===== src/hdl/aost_pkg.sv =====
// Shared definitions for the A* open-set table: field widths, operation and
// status codes, register indexes and the controller/datapath interface structs.
// No dependencies.
package aost_pkg;

  localparam int SLOTS_DEF      = 64;
  localparam int ID_BITS_DEF    = 16;
  localparam int COORD_BITS_DEF = 8;

  localparam int KIND_W   = 2;
  localparam int ID_W     = 16;
  localparam int COORD_W  = 8;
  localparam int COST_W   = 16;
  localparam int STATUS_W = 3;
  localparam int REG_W    = 8;
  localparam int REGIDX_W = 1;

  localparam logic [KIND_W-1:0] KIND_ADD    = 2'd0;
  localparam logic [KIND_W-1:0] KIND_REMOVE = 2'd1;
  localparam logic [KIND_W-1:0] KIND_LOWEST = 2'd2;

  localparam logic [STATUS_W-1:0] ST_OK      = 3'd0;
  localparam logic [STATUS_W-1:0] ST_PRESENT = 3'd1;
  localparam logic [STATUS_W-1:0] ST_FULL    = 3'd2;
  localparam logic [STATUS_W-1:0] ST_ABSENT  = 3'd3;
  localparam logic [STATUS_W-1:0] ST_EMPTY   = 3'd4;

  localparam logic [REGIDX_W-1:0] REG_GOAL_ROW = 1'd0;
  localparam logic [REGIDX_W-1:0] REG_GOAL_COL = 1'd1;

  typedef struct packed {
    logic load;
    logic rewind;
    logic clr;
    logic scan_en;
    logic fix_en;
    logic finish;
  } cmd_t;

  typedef struct packed {
    logic              scan_done;
    logic              found;
    logic [KIND_W-1:0] kind;
  } sts_t;

endpackage


===== src/hdl/aost_ctrl.sv =====
// Controller for the open-set table: sequences the slot scan, the rank fixup
// pass after a remove that hits, and the result word.
// Depends on aost_pkg.
module aost_ctrl (
  input  logic          clk,
  input  logic          rst,
  input  logic          start,
  output logic          busy,
  input  aost_pkg::sts_t sts,
  output aost_pkg::cmd_t cmd
);

  localparam logic [1:0] S_IDLE   = 2'd0;
  localparam logic [1:0] S_SCAN   = 2'd1;
  localparam logic [1:0] S_FIX    = 2'd2;
  localparam logic [1:0] S_FINISH = 2'd3;

  logic [1:0] state;
  logic [1:0] state_next;

  always_ff @(posedge clk) begin
    if (rst) begin
      state <= S_IDLE;
    end else begin
      state <= state_next;
    end
  end

  always_comb begin
    cmd        = '0;
    state_next = state;
    unique case (state)
      S_IDLE: begin
        if (start) begin
          cmd.load   = 1'b1;
          cmd.rewind = 1'b1;
          cmd.clr    = 1'b1;
          state_next = S_SCAN;
        end
      end
      S_SCAN: begin
        cmd.scan_en = 1'b1;
        if (sts.scan_done) begin
          if (sts.kind == aost_pkg::KIND_REMOVE && sts.found) begin
            cmd.rewind = 1'b1;
            state_next = S_FIX;
          end else begin
            state_next = S_FINISH;
          end
        end
      end
      S_FIX: begin
        cmd.fix_en = 1'b1;
        if (sts.scan_done) begin
          state_next = S_FINISH;
        end
      end
      S_FINISH: begin
        cmd.finish = 1'b1;
        state_next = S_IDLE;
      end
      default: state_next = S_IDLE;
    endcase
  end

  assign busy = (state != S_IDLE);

endmodule


===== src/hdl/aost_dp.sv =====
// Datapath for the open-set table: goal registers, score arithmetic, slot
// memories with valid bits, scan trackers and the result registers.
// Depends on aost_pkg.
module aost_dp #(
  parameter int SLOTS      = aost_pkg::SLOTS_DEF,
  parameter int ID_BITS    = aost_pkg::ID_BITS_DEF,
  parameter int COORD_BITS = aost_pkg::COORD_BITS_DEF
) (
  input  logic                             clk,
  input  logic                             rst,
  input  aost_pkg::cmd_t                   cmd,
  output aost_pkg::sts_t                   sts,
  input  logic [aost_pkg::KIND_W-1:0]      kind,
  input  logic [aost_pkg::ID_W-1:0]        node_id,
  input  logic [aost_pkg::COORD_W-1:0]     node_row,
  input  logic [aost_pkg::COORD_W-1:0]     node_col,
  input  logic                             has_parent,
  input  logic [aost_pkg::COST_W-1:0]      parent_cost,
  input  logic [aost_pkg::COST_W-1:0]      start_cost,
  input  logic                             wr_en,
  input  logic [aost_pkg::REGIDX_W-1:0]    wr_index,
  input  logic [aost_pkg::REG_W-1:0]       wr_data,
  output logic                             done,
  output logic [aost_pkg::STATUS_W-1:0]    status,
  output logic [aost_pkg::ID_W-1:0]        found_id,
  output logic [aost_pkg::COST_W-1:0]      found_score,
  output logic [aost_pkg::COST_W-1:0]      found_cost
);

  localparam int IW = $clog2(SLOTS);
  localparam int CW = $clog2(SLOTS + 1);
  localparam int SW = aost_pkg::COST_W;
  localparam logic [CW-1:0] LAST = CW'(SLOTS);

  // config
  logic [COORD_BITS-1:0] goal_row;
  logic [COORD_BITS-1:0] goal_col;

  // captured operation
  logic [aost_pkg::KIND_W-1:0] op_kind;
  logic [ID_BITS-1:0]          op_id;
  logic [COORD_BITS-1:0]       op_row;
  logic [COORD_BITS-1:0]       op_col;
  logic                        op_has_parent;
  logic [SW-1:0]               op_parent_cost;
  logic [SW-1:0]               op_start_cost;

  // scoring
  logic [SW:0]           parent_inc;
  logic [SW-1:0]         cost_next;
  logic [COORD_BITS-1:0] diff_row;
  logic [COORD_BITS-1:0] diff_col;
  logic [COORD_BITS:0]   hdist_next;
  logic [SW+1:0]         score_sum;
  logic [SW-1:0]         cost;
  logic [COORD_BITS:0]   hdist;
  logic [SW-1:0]         score;

  // slot storage
  logic [ID_BITS-1:0] mem_node  [SLOTS];
  logic [SW-1:0]      mem_score [SLOTS];
  logic [IW-1:0]      mem_stamp [SLOTS];
  logic [SLOTS-1:0]   valid;
  logic [CW-1:0]      count;

  // scan pipeline
  logic [CW-1:0]      idx;
  logic               step;
  logic [IW-1:0]      rd_addr;
  logic               rd_v;
  logic [IW-1:0]      rd_idx;
  logic               slot_v;
  logic [ID_BITS-1:0] rd_node;
  logic [SW-1:0]      rd_score;
  logic [IW-1:0]      rd_stamp;

  // trackers
  logic               found;
  logic [IW-1:0]      hit_idx;
  logic [IW-1:0]      hit_stamp;
  logic               free_found;
  logic [IW-1:0]      free_idx;
  logic               best_v;
  logic [ID_BITS-1:0] best_node;
  logic [SW-1:0]      best_score;
  logic [IW-1:0]      best_stamp;
  logic               better;

  // writes
  logic          add_ok;
  logic          rm_ok;
  logic          fix_we;
  logic          st_we;
  logic [IW-1:0] st_addr;
  logic [IW-1:0] st_data;

  always_ff @(posedge clk) begin
    if (rst) begin
      goal_row <= '0;
      goal_col <= '0;
    end else if (wr_en) begin
      unique case (wr_index)
        aost_pkg::REG_GOAL_ROW: goal_row <= COORD_BITS'(wr_data);
        aost_pkg::REG_GOAL_COL: goal_col <= COORD_BITS'(wr_data);
        default: ;
      endcase
    end
  end

  always_ff @(posedge clk) begin
    if (cmd.load) begin
      op_kind        <= kind;
      op_id          <= ID_BITS'(node_id);
      op_row         <= COORD_BITS'(node_row);
      op_col         <= COORD_BITS'(node_col);
      op_has_parent  <= has_parent;
      op_parent_cost <= parent_cost;
      op_start_cost  <= start_cost;
    end
  end

  always_comb begin
    parent_inc = {1'b0, op_parent_cost} + (SW + 1)'(1);
    if (op_has_parent) begin
      cost_next = parent_inc[SW] ? {SW{1'b1}} : parent_inc[SW-1:0];
    end else begin
      cost_next = op_start_cost;
    end
    diff_row   = (op_row >= goal_row) ? op_row - goal_row : goal_row - op_row;
    diff_col   = (op_col >= goal_col) ? op_col - goal_col : goal_col - op_col;
    hdist_next = {1'b0, diff_row} + {1'b0, diff_col};
    score_sum  = (SW + 2)'(cost) + (SW + 2)'(hdist);
  end

  // free-running; settles well before the scan ends
  always_ff @(posedge clk) begin
    cost  <= cost_next;
    hdist <= hdist_next;
    score <= (|score_sum[SW+1:SW]) ? {SW{1'b1}} : score_sum[SW-1:0];
  end

  assign step    = (cmd.scan_en | cmd.fix_en) && (idx != LAST);
  assign rd_addr = idx[IW-1:0];

  assign add_ok = cmd.finish && (op_kind == aost_pkg::KIND_ADD) && !found && free_found;
  assign rm_ok  = cmd.finish && (op_kind == aost_pkg::KIND_REMOVE) && found;
  assign fix_we = cmd.fix_en && rd_v && slot_v && (rd_stamp > hit_stamp);
  assign st_we  = add_ok | fix_we;
  assign st_addr = add_ok ? free_idx : rd_idx;
  assign st_data = add_ok ? count[IW-1:0] : rd_stamp - IW'(1);

  always_ff @(posedge clk) begin
    if (add_ok) begin
      mem_node[free_idx] <= op_id;
    end
    if (step) begin
      rd_node <= mem_node[rd_addr];
    end
  end

  always_ff @(posedge clk) begin
    if (add_ok) begin
      mem_score[free_idx] <= score;
    end
    if (step) begin
      rd_score <= mem_score[rd_addr];
    end
  end

  always_ff @(posedge clk) begin
    if (st_we) begin
      mem_stamp[st_addr] <= st_data;
    end
    if (step) begin
      rd_stamp <= mem_stamp[rd_addr];
    end
  end

  always_ff @(posedge clk) begin
    if (step) begin
      rd_idx <= rd_addr;
      slot_v <= valid[rd_addr];
    end
  end

  assign better = !best_v || (rd_score < best_score) ||
                  ((rd_score == best_score) && (rd_stamp < best_stamp));

  always_ff @(posedge clk) begin
    if (rst) begin
      idx        <= '0;
      rd_v       <= 1'b0;
      found      <= 1'b0;
      free_found <= 1'b0;
      best_v     <= 1'b0;
      valid      <= '0;
      count      <= '0;
      done       <= 1'b0;
    end else begin
      done <= cmd.finish;
      if (cmd.rewind) begin
        idx  <= '0;
        rd_v <= 1'b0;
      end else begin
        rd_v <= step;
        if (step) begin
          idx <= idx + CW'(1);
        end
      end
      if (cmd.clr) begin
        found      <= 1'b0;
        free_found <= 1'b0;
        best_v     <= 1'b0;
      end else if (cmd.scan_en && rd_v) begin
        if (slot_v && (rd_node == op_id) && !found) begin
          found <= 1'b1;
        end
        if (!slot_v && !free_found) begin
          free_found <= 1'b1;
        end
        if (slot_v && better) begin
          best_v <= 1'b1;
        end
      end
      if (add_ok) begin
        valid[free_idx] <= 1'b1;
        count           <= count + CW'(1);
      end
      if (rm_ok) begin
        valid[hit_idx] <= 1'b0;
        if (count != '0) begin
          count <= count - CW'(1);
        end
      end
    end
  end

  always_ff @(posedge clk) begin
    if (cmd.scan_en && rd_v) begin
      if (slot_v && (rd_node == op_id) && !found) begin
        hit_idx   <= rd_idx;
        hit_stamp <= rd_stamp;
      end
      if (!slot_v && !free_found) begin
        free_idx <= rd_idx;
      end
      if (slot_v && better) begin
        best_node  <= rd_node;
        best_score <= rd_score;
        best_stamp <= rd_stamp;
      end
    end
  end

  always_ff @(posedge clk) begin
    if (cmd.finish) begin
      status      <= aost_pkg::ST_OK;
      found_id    <= '0;
      found_score <= '0;
      found_cost  <= '0;
      case (op_kind)
        aost_pkg::KIND_ADD: begin
          found_id    <= aost_pkg::ID_W'(op_id);
          found_score <= score;
          found_cost  <= cost;
          if (found) begin
            status <= aost_pkg::ST_PRESENT;
          end else if (!free_found) begin
            status <= aost_pkg::ST_FULL;
          end
        end
        aost_pkg::KIND_REMOVE: begin
          found_id <= aost_pkg::ID_W'(op_id);
          if (!found) begin
            status <= aost_pkg::ST_ABSENT;
          end
        end
        aost_pkg::KIND_LOWEST: begin
          if (!best_v) begin
            status <= aost_pkg::ST_EMPTY;
          end else begin
            found_id    <= aost_pkg::ID_W'(best_node);
            found_score <= best_score;
          end
        end
        default: ;
      endcase
    end
  end

  assign sts.scan_done = (idx == LAST) && !rd_v;
  assign sts.found     = found;
  assign sts.kind      = op_kind;

endmodule


===== src/hdl/astar_open_set_table.sv =====
// Open-set table for A* path search: add, remove and lowest-score lookup.
// done rises after a scan of every slot and the finish state; a remove that hits
// also runs a rank fixup pass over the slots before finishing. A new word is taken
// only while busy is low, once the one-slot-per-cycle scan of slot memory is done.
// The result is shown for one cycle on done; the receiver cannot stall.
// Reset (rst, synchronous) empties the table at once and zeroes the goal.
module astar_open_set_table #(
  parameter int SLOTS      = aost_pkg::SLOTS_DEF,
  parameter int ID_BITS    = aost_pkg::ID_BITS_DEF,
  parameter int COORD_BITS = aost_pkg::COORD_BITS_DEF
) (
  input  logic                             clk,
  input  logic                             rst,
  input  logic                             start,
  output logic                             busy,
  input  logic [aost_pkg::KIND_W-1:0]      kind,
  input  logic [aost_pkg::ID_W-1:0]        node_id,
  input  logic [aost_pkg::COORD_W-1:0]     node_row,
  input  logic [aost_pkg::COORD_W-1:0]     node_col,
  input  logic                             has_parent,
  input  logic [aost_pkg::COST_W-1:0]      parent_cost,
  input  logic [aost_pkg::COST_W-1:0]      start_cost,
  input  logic                             wr_en,
  input  logic [aost_pkg::REGIDX_W-1:0]    wr_index,
  input  logic [aost_pkg::REG_W-1:0]       wr_data,
  output logic                             done,
  output logic [aost_pkg::STATUS_W-1:0]    status,
  output logic [aost_pkg::ID_W-1:0]        found_id,
  output logic [aost_pkg::COST_W-1:0]      found_score,
  output logic [aost_pkg::COST_W-1:0]      found_cost
);

  aost_pkg::cmd_t cmd;
  aost_pkg::sts_t sts;

  aost_ctrl u_ctrl (
    .clk   (clk),
    .rst   (rst),
    .start (start),
    .busy  (busy),
    .sts   (sts),
    .cmd   (cmd)
  );

  aost_dp #(
    .SLOTS      (SLOTS),
    .ID_BITS    (ID_BITS),
    .COORD_BITS (COORD_BITS)
  ) u_dp (
    .clk         (clk),
    .rst         (rst),
    .cmd         (cmd),
    .sts         (sts),
    .kind        (kind),
    .node_id     (node_id),
    .node_row    (node_row),
    .node_col    (node_col),
    .has_parent  (has_parent),
    .parent_cost (parent_cost),
    .start_cost  (start_cost),
    .wr_en       (wr_en),
    .wr_index    (wr_index),
    .wr_data     (wr_data),
    .done        (done),
    .status      (status),
    .found_id    (found_id),
    .found_score (found_score),
    .found_cost  (found_cost)
  );

endmodule

===== config.mk =====
export PLATFORM = sky130hd
export DESIGN_NAME = astar_open_set_table
export DESIGN_NICKNAME = d
export VERILOG_FILES = /design/src/hdl/aost_pkg.sv /design/src/hdl/aost_ctrl.sv /design/src/hdl/aost_dp.sv /design/src/hdl/astar_open_set_table.sv
export SDC_FILE = /design/constraint.sdc
export NUM_CORES = 2
export LEC_CHECK = 0
export ABC_AREA = 1
export BUFFER_PORTS_ARGS = -buffer_cell sky130_fd_sc_hd__buf_4
export CORE_AREA = 2 2 496 498
export DETAILED_ROUTE_END_ITERATION = 12
export DIE_AREA = 0 0 498 500
export PLACE_DENSITY = 0.7
export SLEW_MARGIN = 20
export SYNTH_ARGS = -nofsm -noshare
export SYNTH_HDL_FRONTEND = slang
export SYNTH_SLANG_ARGS = --single-unit

===== constraint.sdc =====
create_clock -name clk -period 7.7 [get_ports clk]
set_clock_uncertainty 0.05 [all_clocks]
set_input_delay 0.77 -clock clk [delete_from_list [all_inputs] [get_ports clk]]
set_output_delay 0.77 -clock clk [all_outputs]
set_load 0.01 [all_outputs]

Word level (Yosys, flattened, before mapping)
Memory sizes are Yosys's and may differ from the RTL's. A register that Yosys moved wholly into a read port is not among the register bits.
Index checks and enable logic that the tools add are counted.
Storage, ports and cells
  output and inout port bits: 53
  RAM bits: 2432
  word-level logic and storage cells: 160
  register bits: 323
  memories kept: 3
Operators by class
  $lt $le $gt $ge: 10
  muxes and demuxes: 45
  reductions and logical operators: 40
  bitwise gates (word level): 6
  equal/unequal tests: 12
  add/subtract/negate cells: 11
Memories
  u_dp.mem_node: words 64, bits a word 16, read ports 1, clocked after memory_dff 1, wr ports 1, line aost_dp.sv:60  | logic [ID_BITS-1:0] mem_node [SLOTS];
  u_dp.mem_score: words 64, bits a word 16, read ports 1, clocked after memory_dff 1, wr ports 1, line aost_dp.sv:61  | logic [SW-1:0] mem_score [SLOTS];
  u_dp.mem_stamp: words 64, bits a word 6, read ports 1, clocked after memory_dff 1, wr ports 1, line aost_dp.sv:62  | logic [IW-1:0] mem_stamp [SLOTS];
Operators by type and width (count)
  64-bit 2-to-1 mux: 3
  64-bit AND: 1
  16-bit 2-to-1 mux: 4
  64-bit NOT: 1
  64-bit bitwise OR: 1
  16-bit one-hot mux with 2 select lines: 2
  16-bit == test: 2
  8-bit subtractor: 4
  6-bit by 7-bit less-than comparator with 1-bit output (second input constant): 3
  7-bit 2-to-1 mux: 3
  1-bit logical AND: 19
  16-bit by 1-bit adder with 17-bit output (second input constant): 1
  16-bit by 9-bit adder with 17-bit output: 1
  8-bit greater-or-equal comparator: 2
  16-bit less-than comparator: 1
  8-bit 2-to-1 mux: 2
  1-bit 2-to-1 mux: 15
  7-bit by 1-bit adder with 7-bit output (second input constant): 2
  1-bit demux with 6-bit select: 2
  6-bit by 1-bit greater-or-equal comparator with 1-bit output (second input constant): 2
  6-bit 2-to-1 mux: 2
  2-bit 2-to-1 mux: 5
  2-bit AND reduction: 5
  8-bit by 8-bit adder with 9-bit output: 1
  other kinds (23): 40

Logic depth before layout (Yosys ltp)
  depth after elaboration: 9
  gate-level depth with buffers: 20
  gate-level depth less buffers: 18

Modules after synthesis
From an unflattened synthesis, not the netlist that was laid out.
Second synthesis, totals
  cell total of the unflattened synthesis: 12274
  area, all modules: 122059.6 um2
Modules (own cells, without submodules)
  aost_dp: area an instance 121835.6 um2, seq. area each 82409.0 um2, times used 1, cells an instance 12244
  aost_ctrl: area an instance 224.0 um2, seq. area each 40.0 um2, times used 1, cells an instance 30

Worst setup path before layout
No wires, ideal clock.
  kind: flip-flop to flip-flop
  from: reg u_ctrl.state[0]
  to: mem u_dp.mem_stamp[0][0] (netlist bit), data pin
  cell stages (with the launch flop): 6
  arrival: 4.989 ns
  clock period less this slack: 5.741 ns
  library setup time: 0.702 ns
  setup slack: 1.959 ns
  path through: dfxtp_1 ha_1 nand3_2 buf_2 buf_2 o21ai_0
RTL lines
  start: declaration: line aost_ctrl.sv:18  | logic [1:0] state;
  start signal: assignment: line aost_ctrl.sv:25  | state <= state_next;
  end: declaration: line aost_dp.sv:62

Worst setup path in the final report
  from: reg u_dp.idx[0]
  to: reg u_dp.rd_node[7], read port of u_dp.mem_node, data pin
On the way
  longest elaborated chain between the ends: 2
RTL lines
  start: declaration: line aost_dp.sv:67  | logic [CW-1:0] idx;
  start signal: assignment: line aost_dp.sv:207  | idx <= idx + CW'(1);
  7-bit != test: line aost_dp.sv:142  | assign step = (cmd.scan_en | cmd.fix_en) && (idx != LAST);
  1-bit logical AND: line aost_dp.sv:142
  end: declaration: line aost_dp.sv:73  | logic [ID_BITS-1:0] rd_node;
Several ways; a longest one is shown, not always the timed one.
A chain may end at the register's enable or synchronous reset.

==> out/metrics.cfg <==
[run_status]
status=completed

[power]
ir_drop_uv=347
power.leakage_nw=56.6
power.density_mw_per_mm2=315

[timing]
max_slew_margin_pct=19.6
fin_ws_ns=3.39
setup_viol=0
worst_pin_slew_ns=1.20
timing.fmax_mhz=232
final_hold_viol_count=0
min_period_over_period_pct=56.0
drv_slew=0
rsz0062_at_grt=false
finalSetupTns_ns=0
period_minus_slack_ns=4.31

[setup_path]
cp-start-kind=flip-flop
crit_path_end_kind=flip-flop
crit_type=flip-flop to flip-flop
cp.buffers_inverters=3
worst_path_most_repeated_cell=nand2_1
path_max_fanout=96
crit_path_top_delay_cell=nor2_1
slowest_delay_ns=0.73
critical-path-top-delay-family=buffers and inverters
worst_ep_required_time_ns=8.31
path_cells=buf_12, buf_4, buf_4, nand2_1, nand3_1, nand2_1, nand2_1, nand2_1, nor2_1, nor2_1, nor2_1, nand2_1
arrival_ns=4.92

[global_routing]
grt_pass1_wl_um=513000
grt_pass1_vias=81863
antenna_found_initial=23
grt_usage_pct=27.6
grtUsageMet2_pct=44.3
grt.busiest_layer=met2
grt_use_met1_pct=36.6
grt_use_met3_pct=5.47
gr-total-overflow=0
grt_max_degree=198

[drt]
via_count=85657
ant_nets=0
drcViolationCount=0
detail_route.first_pass.iterations=8
wl_per_cell_um=22.5
drt_iter0_drc=11639
wl_um=352000
avgViaCountPerCell=5.49

[floorplanning]
die_h_um=500
num_rows=182
io_pins=133
dieArea_mm2=0.249
initial_core_util_pct=49.7
fp.dieW_um=498
core_area_mm2=0.244

[logic_synthesis]
synth.distinct_cells=44
avgSynthCellArea_um2=10.1
async_flop_share_pct=0
ys.warnings.count=0
ys_ff_latch=2793
syn_nets=12183
synth_edf_count=2651
ys_seq_area_share_pct=67.9
synthCells=12013
synth-main-ff-cell=edfxtp_1
netlist_area_mm2=0.121

[clocking]
clk_latency_ns=0.95
cts-buffers-inserted=300
htreeDepth=5
clock_sinks=2793
root_buffer=clkbuf_16
clk_pin_slew_ns=0.06
cts.path.max_buffers=4
cts_resized=0
cts_tree=yes

[finish]
drive_gt1_share_pct=6.80
final_common_cell=nand2_1
fin_nets=12330
final_cell_area_mm2=0.136
layout_common_cells=4165 x nand2_1, 2651 x edfxtp_1, 1744 x inv_1
area_growth_pct=12.1

[placed_design]
dp_hpwl_um=199000
pre_cts_ws_ns=3.36
place.gp.congestion=0.946
place_area_mm2=0.126
numPortBuffers=132

[flow_run]
max-cap-violations=0

[hold_path]
hold_path_class=input pin to flip-flop

## registers in the layout (all words and copies together) (netlist names), 64 cells and up
register and flops:
u_dp.mem_node 1024, u_dp.mem_score 1024, u_dp.mem_stamp 384, u_dp.valid 64
## layout make-up
type / count / area, um2
well taps: 3220 / 4030
repair buffers: 383 / 3390
diodes: 7 / 17.5
inverters: 1755 / 6620
multi-input cells: 6927 / 30300
clock inverters: 137 / 1290
fillers: 20037 / 108000
flip-flops and latches: 2793 / 82500
clock buffers: 374 / 7930
## layer usage
metal	part of all wire (%)	up-vias
met4	4.9	6
met5	0.010	-
li1	-	39029
met1	38	41058
met2	46	4768
met3	11	796
## per-stage QoR
stage	cells	power [mW]	hold slack, ns	utilization [%]
floorplan	12013	25.4	0.353	-
global placement	15003	28.9	0.390	51.6
detailed placement	15007	29.1	0.391	51.6
CTS	15584	42.9	0.00926	55.6
global route	15590	44.5	0.0219	55.7
finish	15596	42.9	0.0611	55.7
## worst reg2reg max path, cell delays in order (launching register included)
cell and delay, ns:
dfxtp_4 0.63, buf_12 0.44, buf_4 0.73, buf_4 0.72
nand2_1 0.13, nand3_1 0.10, nand2_1 0.06, nand2_1 0.08
nand2_1 0.13, nor2_1 0.11, nor2_1 0.05, nor2_1 0.73
nand2_1 0.09
## path summary, 6_finish.rpt
| path | endpoint | cells after the start | from | slack [ns] |
|---|---|---|---|---|
| hold reg to reg | u_dp.cost[13]$_DFF_P_ | 2 | u_dp.op_start_cost[13]$_DFFE_PP_ | 0.40 |
| hold / removal | u_dp.op_id[10]$_DFFE_PP_ | 1 | node_id[10] | 0.06 |
| setup reg to reg | u_dp.rd_node[7]$_DFFE_PP_ | 12 | u_dp.idx[0]$_SDFFE_PP0P_ | 3.39 |
| setup / recovery | u_dp.rd_node[7]$_DFFE_PP_ | 12 | u_dp.idx[0]$_SDFFE_PP0P_ | 3.39 |
## cells in the mapped netlist (all sizes together), types with 41 or more instances
cell | n | area share, %
nand2 | 4165 | 13
edfxtp | 2651 | 66
inv | 1751 | 5.4
nand3 | 942 | 3.9
nor2 | 878 | 2.7
buf | 351 | 1.6
o21ai | 301 | 1.2
a21oi | 262 | 1.1
clkbuf | 187 | 0.58
dfxtp | 142 | 2.3
ha | 84 | 0.87
a211oi | 43 | 0.27
nor3 | 41 | 0.17
## power by group
| group | leakage, nW | switching (mW) | internal [mW] |
|---|---|---|---|
| clock network | 4.50 | 5.79 | 8.08 |
| registers | 25.1 | 0.550 | 18.6 |
| logic | 27.0 | 7.55 | 2.36 |
| total | 56.6 | 13.9 | 29.0 |
## logic make-up after synthesis
| kind of cell | synth area share, % |
|---|---|
| AO/OA/AOI/OAI | 3.22 |
| adder cells (fa/ha/maj) | 0.964 |
| flip-flops | 67.9 |
| AND/OR/NAND/NOR | 19.9 |
| buffers and inverters | 7.62 |
| XOR/XNOR | 0.368 |
## timing repair
action	CTS	global route
buffers inserted	0	0
endpoints found under the hold margin	66	0
hold buffers	66	0
No activity file was read; power rests on OpenSTA's default activity.
